File: src/rtl/core/assert_macros.svh
// assertion helpers, clocked on the rising edge and quiet during reset
`ifndef ASSERT_MACROS_SVH
`define ASSERT_MACROS_SVH

// general property check
`define CHK_PROP(label, clk_s, rstn_s, prop) \
  label: assert property (@(posedge clk_s) disable iff (!rstn_s) prop) \
    else $error("assertion failed");

// antecedent implies consequent in the next cycle
`define CHK_NEXT(label, clk_s, rstn_s, ante, cons) \
  label: assert property (@(posedge clk_s) disable iff (!rstn_s) (ante) |=> (cons)) \
    else $error("assertion failed");

`endif

File: src/rtl/core/okeof_pkg.sv
`default_nettype none
package okeof_pkg;

  // parse phases of the ok layout
  typedef enum logic [2:0] {
    PH_HEADER   = 3'd0,
    PH_ROWS_PFX = 3'd1,
    PH_ROWS_INT = 3'd2,
    PH_INS_PFX  = 3'd3,
    PH_INS_INT  = 3'd4,
    PH_STATUS   = 3'd5,
    PH_WARN     = 3'd6,
    PH_DONE     = 3'd7
  } phase_t;

  localparam logic [7:0] HDR_OK      = 8'h00;
  localparam logic [7:0] HDR_EOF     = 8'hFE;
  localparam logic [7:0] LEN_NULL    = 8'hFB;
  localparam logic [7:0] LEN_2B      = 8'hFC;
  localparam logic [7:0] LEN_3B      = 8'hFD;
  localparam logic [7:0] LEN_8B      = 8'hFE;
  localparam logic [7:0] LEN_ERR     = 8'hFF;
  localparam logic [3:0] EOF_MAX_LEN = 4'd9;
  localparam logic [3:0] EOF_MIN_LEN = 4'd5;
  localparam logic [3:0] WORD_BYTES  = 4'd2;

  localparam int unsigned OUT_DATA_W = 160;

endpackage
`default_nettype wire

File: src/rtl/core/ok_eof_packet_parser.sv
// OK / EOF response packet parser
// in_*  : one packet byte per transfer, header byte first; in_tlast marks the
//         final byte of the packet
// out_* : one result per packet, presented the cycle after the last byte is
//         taken; every other byte gives no result
// throughput: one byte per cycle, back to back, unless a result waits for out_tready;
// each byte updates the parse state through a single level of decode logic into the state registers
// the packet is read two ways at once: payload bytes 1..4 are kept for an
// eof packet (header 0xFE, under 9 bytes), and the ok layout is decoded in
// parallel; the choice is made at the last byte
// a registered result stage sits between the two sides: while a result waits
// for out_tready, in_tready is low and no byte is taken; with out_tready high
// a byte can be taken in every cycle, including the first byte of the next
// packet right after a last byte
// reset (rst_n low, synchronous) clears the parse state and drops out_tvalid;
// the state also returns to its reset value after every last byte
`default_nettype none
`include "assert_macros.svh"
module ok_eof_packet_parser (
  input  wire logic                             clk,
  input  wire logic                             rst_n,
  input  wire logic                             in_tvalid,
  output logic                                  in_tready,
  input  wire logic [7:0]                       in_tdata,   // data_byte
  input  wire logic                             in_tlast,   // last_byte
  output logic                                  out_tvalid,
  input  wire logic                             out_tready,
  // affected_rows[63:0], last_insert_id[127:64], server_status[143:128],
  // warning_count[159:144]
  output logic [okeof_pkg::OUT_DATA_W-1:0]      out_tdata,
  output logic [1:0]                            out_tuser   // packet_kind, parse_error
);
  import okeof_pkg::*;

  phase_t      phase_r, phase_nxt;
  logic [7:0]  header_r, header_nxt;
  logic [3:0]  seen_r, seen_nxt;
  logic [3:0]  left_r, left_nxt;
  logic [3:0]  width_r, width_nxt;
  logic [63:0] rows_r, rows_nxt;
  logic [63:0] ins_r, ins_nxt;
  logic [15:0] status_r, status_nxt;
  logic [15:0] warn_r, warn_nxt;
  logic [31:0] early_r, early_nxt;
  logic        err_r, err_nxt;

  logic        out_valid_r;
  logic [OUT_DATA_W-1:0] out_data_r, out_data_nxt;
  logic [1:0]  out_user_r, out_user_nxt;

  logic        in_xfer;
  logic [7:0]  b;
  logic [3:0]  pfx_len;
  logic        pfx_err;
  logic        pfx_short;
  logic [3:0]  left_dec;
  logic [2:0]  int_pos;
  logic [63:0] int_lane;
  logic [15:0] word_lane;
  logic [1:0]  early_pos;

  assign in_tready = !out_valid_r || out_tready;
  assign in_xfer   = in_tvalid && in_tready;
  assign b         = in_tdata;

  // length prefix decode
  always_comb begin
    pfx_len   = 4'd0;
    pfx_err   = 1'b0;
    pfx_short = 1'b0;
    if (b < LEN_NULL) begin
      pfx_short = 1'b1;
    end else begin
      unique case (b)
        LEN_NULL: pfx_len = 4'd0;
        LEN_2B:   pfx_len = 4'd2;
        LEN_3B:   pfx_len = 4'd3;
        LEN_8B:   pfx_len = 4'd8;
        LEN_ERR:  pfx_err = 1'b1;
        default:  pfx_len = 4'd0;
      endcase
    end
  end

  assign left_dec  = (left_r != 4'd0) ? left_r - 4'd1 : 4'd0;
  assign int_pos   = 3'(width_r - left_r);
  assign int_lane  = {56'd0, b} << {int_pos, 3'b000};
  assign word_lane = {8'd0, b} << {~left_r[1], 3'b000};
  assign early_pos = 2'(seen_r - 4'd1);

  // next state
  always_comb begin
    phase_nxt  = phase_r;
    header_nxt = header_r;
    left_nxt   = left_r;
    width_nxt  = width_r;
    rows_nxt   = rows_r;
    ins_nxt    = ins_r;
    status_nxt = status_r;
    warn_nxt   = warn_r;
    err_nxt    = err_r;
    early_nxt  = early_r;
    seen_nxt   = (seen_r < EOF_MAX_LEN) ? seen_r + 4'd1 : EOF_MAX_LEN;

    if (seen_r >= 4'd1 && seen_r <= 4'd4) begin
      early_nxt = early_r | ({24'd0, b} << {early_pos, 3'b000});
    end

    unique case (phase_r)
      PH_HEADER: begin
        header_nxt = b;
        phase_nxt  = PH_ROWS_PFX;
      end
      PH_ROWS_PFX, PH_INS_PFX: begin
        if (phase_r == PH_ROWS_PFX) begin
          rows_nxt = pfx_short ? {56'd0, b} : 64'd0;
        end else begin
          ins_nxt = pfx_short ? {56'd0, b} : 64'd0;
        end
        if (pfx_err) begin
          err_nxt   = 1'b1;
          phase_nxt = PH_DONE;
        end else if (pfx_len != 4'd0) begin
          width_nxt = pfx_len;
          left_nxt  = pfx_len;
          phase_nxt = (phase_r == PH_ROWS_PFX) ? PH_ROWS_INT : PH_INS_INT;
        end else if (phase_r == PH_ROWS_PFX) begin
          phase_nxt = PH_INS_PFX;
        end else begin
          phase_nxt = PH_STATUS;
          left_nxt  = WORD_BYTES;
        end
      end
      PH_ROWS_INT, PH_INS_INT: begin
        if (phase_r == PH_ROWS_INT) begin
          rows_nxt = rows_r | int_lane;
        end else begin
          ins_nxt = ins_r | int_lane;
        end
        left_nxt = left_dec;
        if (left_dec == 4'd0) begin
          if (phase_r == PH_ROWS_INT) begin
            phase_nxt = PH_INS_PFX;
          end else begin
            phase_nxt = PH_STATUS;
            left_nxt  = WORD_BYTES;
          end
        end
      end
      PH_STATUS, PH_WARN: begin
        if (phase_r == PH_STATUS) begin
          status_nxt = status_r | word_lane;
        end else begin
          warn_nxt = warn_r | word_lane;
        end
        left_nxt = left_dec;
        if (left_dec == 4'd0) begin
          if (phase_r == PH_STATUS) begin
            phase_nxt = PH_WARN;
            left_nxt  = WORD_BYTES;
          end else begin
            phase_nxt = PH_DONE;
          end
        end
      end
      PH_DONE: begin
        phase_nxt = PH_DONE;
      end
      default: phase_nxt = PH_DONE;
    endcase
  end

  // result, taken from the state after the last byte
  always_comb begin
    out_data_nxt = '0;
    out_user_nxt = 2'b00;
    if (header_nxt == HDR_EOF && seen_nxt < EOF_MAX_LEN) begin
      out_user_nxt[0] = 1'b1;
      if (seen_nxt < EOF_MIN_LEN) begin
        out_user_nxt[1] = 1'b1;
      end else begin
        out_data_nxt[159:144] = early_nxt[15:0];
        out_data_nxt[143:128] = early_nxt[31:16];
      end
    end else if ((header_nxt != HDR_OK && header_nxt != HDR_EOF) || err_nxt ||
                 phase_nxt != PH_DONE) begin
      out_user_nxt[1] = 1'b1;
    end else begin
      out_data_nxt = {warn_nxt, status_nxt, ins_nxt, rows_nxt};
    end
  end

  always_ff @(posedge clk) begin
    if (!rst_n || (in_xfer && in_tlast)) begin
      phase_r  <= PH_HEADER;
      header_r <= 8'd0;
      seen_r   <= 4'd0;
      left_r   <= 4'd0;
      width_r  <= 4'd0;
      rows_r   <= 64'd0;
      ins_r    <= 64'd0;
      status_r <= 16'd0;
      warn_r   <= 16'd0;
      early_r  <= 32'd0;
      err_r    <= 1'b0;
    end else if (in_xfer) begin
      phase_r  <= phase_nxt;
      header_r <= header_nxt;
      seen_r   <= seen_nxt;
      left_r   <= left_nxt;
      width_r  <= width_nxt;
      rows_r   <= rows_nxt;
      ins_r    <= ins_nxt;
      status_r <= status_nxt;
      warn_r   <= warn_nxt;
      early_r  <= early_nxt;
      err_r    <= err_nxt;
    end
  end

  always_ff @(posedge clk) begin
    if (!rst_n) begin
      out_valid_r <= 1'b0;
    end else if (in_xfer && in_tlast) begin
      out_valid_r <= 1'b1;
    end else if (out_tready) begin
      out_valid_r <= 1'b0;
    end
  end

  // payload of the result stage
  always_ff @(posedge clk) begin
    if (in_xfer && in_tlast) begin
      out_data_r <= out_data_nxt;
      out_user_r <= out_user_nxt;
    end
  end

  assign out_tvalid = out_valid_r;
  assign out_tdata  = out_data_r;
  assign out_tuser  = out_user_r;

  `CHK_NEXT(a_last_gives_result, clk, rst_n, in_xfer && in_tlast, out_tvalid)
  `CHK_NEXT(a_last_clears_state, clk, rst_n, in_xfer && in_tlast,
            phase_r == PH_HEADER && seen_r == 4'd0 && !err_r)
  `CHK_PROP(a_error_zero_fields, clk, rst_n,
            out_tvalid && out_tuser[1] |-> out_tdata == '0)
  `CHK_PROP(a_eof_no_counts, clk, rst_n,
            out_tvalid && out_tuser[0] |-> out_tdata[127:0] == 128'd0)
  `CHK_PROP(a_seen_saturates, clk, rst_n, seen_r <= EOF_MAX_LEN)

endmodule
`default_nettype wire
File: config.mk
export PLATFORM = sky130hd
export DESIGN_NAME = ok_eof_packet_parser
export DESIGN_NICKNAME = d
export VERILOG_FILES = /design/src/rtl/core/okeof_pkg.sv /design/src/rtl/core/ok_eof_packet_parser.sv
export VERILOG_INCLUDE_DIRS = /design/src /design/src/rtl/core
export SDC_FILE = /design/constraint.sdc
export NUM_CORES = 1
export LEC_CHECK = 0
export ABC_AREA = 0
export CAP_MARGIN = 20
export CORE_ASPECT_RATIO = 1.4
export CORE_MARGIN = 2
export CORE_UTILIZATION = 37
export CTS_CLUSTER_SIZE = 30
export DETAILED_ROUTE_END_ITERATION = 8
export DONT_BUFFER_PORTS = 1
export MAX_ROUTING_LAYER = met4
export PLACE_DENSITY_LB_ADDON = 0.08
export SLEW_MARGIN = 20
export SYNTH_ARGS = -nofsm -noshare
export SYNTH_HDL_FRONTEND = slang
export SYNTH_SLANG_ARGS = --single-unit
File: constraint.sdc
create_clock -name clk -period 5.13 [get_ports clk]
set_clock_uncertainty 0.15 [all_clocks]
set_input_delay 0.513 -clock clk [delete_from_list [all_inputs] [get_ports clk]]
set_output_delay 0.513 -clock clk [all_outputs]
set_load 0.01 [all_outputs]
## Yosys cells after proc, flatten, opt, wreduce, memory -nomap -nowiden

Index checks and enable logic that the tools add are counted.
W data, S select, Z words.

| word-level totals | value |
|---|---|
| register bits | 378 |
| bits of input ports | 13 |
| output and inout port bits | 164 |

| cells by class | value |
|---|---|
| $add $sub $neg | 4 |
| magnitude comparators | 6 |
| equality and inequality tests | 16 |
| shift-type cells | 3 |
| muxes and demuxes | 48 |
| bitwise gates (word level) | 7 |
| reduce and logical (&&, ||, !) cells | 24 |

Operator list:

| operator | count |
|---|---|
| $mux W64 | 4 |
| $pmux W64 S2 | 2 |
| $mux W160 | 1 |
| $or A64 B64 Y64 | 2 |
| $mux W32 | 3 |
| $mux W16 | 4 |
| $shl A8 B6 Y64 | 1 |
| $eq A8 B8 Y1 const B | 5 |
| $mux W4 | 10 |
| $or A16 B16 Y16 | 2 |
| $or A32 B32 Y32 | 1 |
| $shl A8 B5 Y32 | 1 |
| $pmux W4 S3 | 2 |
| $mux W3 | 7 |
| $mux W8 | 2 |
| $shl A8 B4 Y16 | 1 |
| $pmux W3 S5 | 1 |
| $eq A3 B3 Y1 const B | 4 |
| $mux W1 | 12 |
| $lt A4 B4 Y1 const B | 2 |
| $lt A8 B8 Y1 const B | 1 |
| $ne A8 B8 Y1 const B | 1 |
| $reduce_and A4 Y1 | 2 |
| $reduce_bool A4 Y1 | 2 |
| 21 further kinds | 35 |

## Logic depth before layout (Yosys ltp)

| depth | value |
|---|---|
| word-level depth | 11 |
| gate-level depth with buffers | 10 |
| gate-level depth less buffers | 9 |

## Least setup slack after synthesis

Ideal clock, no wire load.

| path | value |
|---|---|
| kind | input to register |
| from | in out_tready |
| to | reg left_r[2] |
| setup time | 126 ps |
| arrival time | 4968 ps |
| data required time | 4854 ps |
| slack | -114 ps |
| stages | 8 |
| buffers on the path | 1 |
| path through | nand2b_1 and2_1 clkbuf_1 nand2_1 inv_1 nor2_1 nand4_1 nand3_1 |

| between the ends | value |
|---|---|
| longest elaborated chain between the ends | 4 |

RTL lines:

| item | line | source |
|---|---|---|
| start, declared | ok_eof_packet_parser.sv:27 | `input wire logic out_tready,` |
| $logic_or A1 B1 Y1 (*) | ok_eof_packet_parser.sv:62 | `assign in_tready = !out_valid_r \|\| out_tready;` |
| $logic_and A1 B1 Y1 (*) | ok_eof_packet_parser.sv:63 | `assign in_xfer = in_tvalid && in_tready;` |
| $logic_and A1 B1 Y1 | ok_eof_packet_parser.sv:194 | `if (!rst_n \|\| (in_xfer && in_tlast)) begin` |
| $logic_or A1 B1 Y1 | ok_eof_packet_parser.sv:194 |  |
| end signal, assigned | ok_eof_packet_parser.sv:210 | `left_r <= left_nxt;` |
| end, declared | ok_eof_packet_parser.sv:38 | `logic [3:0] left_r, left_nxt;` |

Every way passes the cells marked *; elsewhere a longest branch is shown, timed or not.
A chain may end at the register's enable or synchronous reset.

## Worst setup path in the final report

| path | value |
|---|---|
| from | reg left_r[1] |
| to | reg out_data_r[95] (netlist: out_tdata[95]) (data pin) |

| between the ends | value |
|---|---|
| longest elaborated chain between the ends | 8 |

RTL lines:

| item | line | source |
|---|---|---|
| $sub A4 B1 Y4 / $reduce_bool A4 Y1 (equally long branches) | ok_eof_packet_parser.sv:85 | `assign left_dec = (left_r != 4'd0) ? left_r - 4'd1 : 4'd0;` |
| $mux W4 | ok_eof_packet_parser.sv:85 |  |
| $logic_not A4 Y1 | ok_eof_packet_parser.sv:141, ok_eof_packet_parser.sv:157 |  |
| $mux W3 (on tied branches) | ok_eof_packet_parser.sv:157, ok_eof_packet_parser.sv:141 |  |
| $pmux W3 S5 | ok_eof_packet_parser.sv:109 | `unique case (phase_r)` |
| $ne A3 B3 Y1 | ok_eof_packet_parser.sv:186 | `phase_nxt != PH_DONE) begin` |
| $logic_or A1 B1 Y1 | ok_eof_packet_parser.sv:185 | `end else if ((header_nxt != HDR_OK && header_nxt != HDR_EOF) \|\| err_nxt \|\|` |
| $reduce_or A2 Y1 (no source line) | n/a |  |
| end signal, assigned | ok_eof_packet_parser.sv:234 | `out_data_r <= out_data_nxt;` |
| end, declared | ok_eof_packet_parser.sv:48 | `logic [OUT_DATA_W-1:0] out_data_r, out_data_nxt;` |

Several ways; a longest one is shown, not always the timed one.

==> results by stage <==
Outcome:
- The flow ran to the end, and the final reports show no timing, DRC or antenna violations.

Worst setup path:
- The setup slack on the worst flop-to-flop path is 1800 ps.
- The endpoint class of the critical path is a register.
- The most critical setup path has its endpoint at out_tdata[95]$_SDFFCE_PP0P_.
- The timing startpoint of the critical path is left_r[1]$_SDFFE_PP0P_.
- The depth of the worst register-to-register path is 6.
- The most frequent cell on the critical path is sky130_fd_sc_hd__nor2_1.
- The stage delay of the slowest cell on the critical path is 870 ps.
- Of all nets on the critical path, the largest fanout is 16.
- For the worst setup path, the data required time is 5360 ps.
- Walking the worst path, the cells encountered are inv_1, fa_1, nand2b_1, nor2_1, a22oi_1, nor2_1.
- The reg-to-reg startpoint is left_r[1]$_SDFFE_PP0P_.
- The worst register-to-register path ends at out_tdata[95]$_SDFFCE_PP0P_.
- The category of the critical setup timing path is reg -> reg.
- The type of element launching the critical path is a register.
- Data on the critical path arrives at its endpoint at 3570 ps.
- The largest individual stage delay along the critical path comes from the cell sky130_fd_sc_hd__nor2_1.

Yosys:
- Of the synthesized area, sequential elements account for 0.603.
- Measured against the total synthesized area, the mux share comes to 0.00526.
- The number of synthesized register bits is 377.
- The number of enable-type register cells in the synthesized netlist is 162.
- The synthesized netlist contains 51 unique library cells.
- The arithmetic-cell share of the synthesized area counting full adders, half adders and majority gates is 0.00543.
- The xor/xnor share of the synthesized area is 0.00230.
- When the netlist entered floorplanning its net count stood at 1486.
- The complex-gate fraction of the synthesized area is 0.204.
- The most used flip-flop cell after synthesis is sky130_fd_sc_hd__dfxtp_1.
- After synthesis, the mean cell area works out to 10.4 sq um.
- Summing every instance area after synthesis gives 15200 sq um.
- Of all flip-flops after synthesis, the portion carrying an async set or reset was 0.
- After synthesis, the largest family of logic cells by area is compound AO/OA/AOI/OAI gates.
- After technology mapping, the gate count stands at 1467.
- Of the total synthesized cell area, the portion taken by AND, OR, NAND and NOR gates is 0.128.
- Yosys printed 0 warnings.

Floorplan:
- In this run the horizontal extent of the chip is 175 microns.
- The floorplan core area is 40400 sq um.
- The overall die area is 42800 sq um.
- The boundary pin count is 177.
- The floorplan has 87 rows.
- Measured along the y axis, the die boundary spans 244 microns.
- The initial core utilization is 0.377.

Timing:
- After layout, the minimum clock period comes to 3330 ps.
- The max-slew violation count is 0.
- The share of the cycle needed by the critical path after routing is 0.649.
- The setup violation total in the final timing report is 0.
- The final total negative setup slack is 0 ps.
- The actual transition at the worst max-transition pin is 1080 ps.
- Setup slack closes at 1800 ps.
- For this run, the top clock speed supported by timing is 0.300 GHz.
- The number of endpoints with negative hold slack in the final report is 0.
- The tightest hold path in the finished design has a slack of 53.0 ps.
- Setup repair after global routing left no endpoint under its margin.
- Headroom to the max-slew limit came out at 0.275.

Power:
- The power per cell area is 387 nW/um^2.
- The leakage power is 5.16 nW.
- The internal power consumption is 5.06 mW.
- The share of total power dissipated in combinational logic is 0.045.
- The clock network fraction of total power is 0.461.
- IR analysis of the VDD net gives a maximum drop of 0.252 mV.
- The net switching fraction of the power is 0.228.
- The sequential fraction of design power is 0.494.
- For this design the total switching power over the nets is 1.49 mW.
- The overall power of the completed layout is 6.56 mW.

Place:
- The number of I/O port buffers is 0.
- The HPWL after detailed placement is 24.5 mm.
- The routability congestion estimate is 0.792.
- OpenSTA, run right after detailed placement, puts the worst setup slack at 1820 ps.

Detailed routing:
- The sum of routed wire length over all layers is 45.8 mm.
- The detailed-route vias per instance is 5.70.
- For this run, design rule violations remaining after detail routing come to 0.
- For this block, the initial DRC count from the detailed router was 945.
- The average routed wire per standard cell is 23.5 microns.
- In this run the remaining antenna-violating nets after routing total 0.
- The number of optimization iterations in the first detailed-route pass is 6.
- The total via count in the routed design is 11100.

Clock tree:
- The clock passes through at most 3 buffers.
- In this run, post-CTS repair resized a total of 0 instances.
- The H-tree was split into 2 levels.
- The TritonCTS clock tree is built.
- The number of buffers added by the clock tree synthesis step is 40.
- The clock sink total is 377.
- The tree is rooted in a sky130_fd_sc_hd__clkbuf_16.
- The clock latency on the worst-skew pair is 540 ps.
- The clock edge transition at the registers on the reported setup and hold paths is 60 ps.

Global route:
- After global routing, the most crowded layer is met2.
- The maximum number of pins on one net before global-route repair is 130.
- For met1 alone, demand over resource in global routing was 0.285.
- The met3 capacity usage during global routing is 0.0485.
- For this run the aggregate overflow at the end of global routing stands at 0.
- The number of global-route vias before repair is 10800.
- The number of antenna violations at the first check in global routing came to 0.
- The first-pass GRT wire length is 69.3 mm.
- The global-route track usage on met2 is 0.340.
- In the global route stage, overall resource usage came out at 0.217.

Finish:
- Compared with the post-synthesis result, the final layout area differs by 11.3%.
- The final net count is 1410.
- The utilization after layout is 0.419.
- In the layout the commonest cells are sky130_fd_sc_hd__nor2_1 (342), sky130_fd_sc_hd__a22oi_1 (257), sky130_fd_sc_hd__dfxtp_1 (215), sky130_fd_sc_hd__edfxtp_1 (162), sky130_fd_sc_hd__a21oi_1 (142).
- The most common library cell in the layout ignoring fill and taps is sky130_fd_sc_hd__nor2_1.
- Counting the fill cells in the layout gives 3928.
- The antenna diode count is 0.
- The fraction of layout cells with a size suffix above 1 is 0.0887.

Flow run:
- The count of maximum capacitance violations is 0.

Worst hold path:
- The path type of the worst min-delay path is in -> reg.
- The number of cells traversed by the worst hold path is 2.
-- per-layer routing --
layer | vias up | wire length (microns)
met2 | 403 | 21500
met3 | 61 | 3130
met1 | 5494 | 20400
met4 | 0 | 842
li1 | 5185 | -
met5 | - | 0
-- cells in the mapped netlist, drive strengths merged (9+ instances only) --
library cell,count,area share
nand2,20,0.0049
clkbuf,120,0.030
nor2,360,0.094
buf,38,0.019
o32ai,32,0.018
inv,11,0.0027
edfxtp,162,0.32
nor3,13,0.0053
and3,9,0.0037
a21oi,142,0.047
a22oi,257,0.13
dfxtp,215,0.28
-- worst max-delay path: cells and delay by family, from the launching register on --
| family | cells | cell delay, ps |
|---|---|---|
| simple gates | 3 | 1260 |
| fa+ha+maj | 1 | 850 |
| flops | 1 | 490 |
| compound gates | 1 | 240 |
| buf+inv | 1 | 180 |
-- worst min-delay path by stage --
stage                            startpoint                       to  slack [ps]
CTS                                   rst_n  out_tvalid$_SDFFE_PN0P_          30
finish                                rst_n  out_tvalid$_SDFFE_PN0P_          50
floorplan                err_r$_SDFFE_PP0P_       err_r$_SDFFE_PP0P_         280
global route                          rst_n  out_tvalid$_SDFFE_PN0P_          50
global placement    width_r[0]$_SDFFE_PP0P_  width_r[0]$_SDFFE_PP0P_         290
detailed placement  width_r[0]$_SDFFE_PP0P_  width_r[0]$_SDFFE_PP0P_         300
-- power by group through the flow --
stage / logic (mW) / registers [mW] / clock network (mW)
3_5_place_dp: 0.287 / 3.31 / 0
5_1_grt: 0.317 / 3.24 / 3.20
6_report: 0.293 / 3.24 / 3.03
3_3_place_gp: 0.284 / 3.31 / 0
2_1_floorplan: 0.222 / 3.29 / 0
4_1_cts: 0.293 / 3.24 / 3.09
-- area by class of cell --
cell class	count	area [sq um]	share of cell area
clock buffer	53	1100	0.0651
tap	534	668	0.0395
inverter	11	45.0	0.00266
clock inverter	19	249	0.0147
multi-input combinational	921	5330	0.315
sequential	377	9170	0.542
timing repair buffer	40	358	0.0211
-- cells by family (layout without fill, tap and decap cells) --
logic type | count (synthesis) | after routing
fa+ha+maj | 6 | 6
mux | 8 | 8
compound gates | 457 | 457
buf+inv | 169 | 123
simple gates | 446 | 446
flops | 377 | 377
xor+xnor | 4 | 4
-- state kept, by name (all words and copies together) (netlist names) --
signal and flops:
out_tdata 160, ins_r 64, rows_r 64, early_r 32, status_r 16, warn_r 16
header_r 8, left_r 4, seen_r 4, phase_r 3, out_tuser 2, width_r 2
err_r 1, out_tvalid 1
-- what timing repair did --
action / 4_1_cts / 5_1_grt
endpoints found under the hold margin: 8 / 0
setup buffers: 0 / 0
hold buffers: 8 / 0
-- per-stage QoR --
| stage | cell area (sq um) | std cells |
|---|---|---|
| floorplan | 15200 | 1467 |
| global placement | 15400 | 1872 |
| detailed placement | 15400 | 1873 |
| CTS | 16900 | 1953 |
| global route | 16900 | 1955 |
| finish | 16900 | 1955 |
No activity file was read; power rests on OpenSTA's default activity.
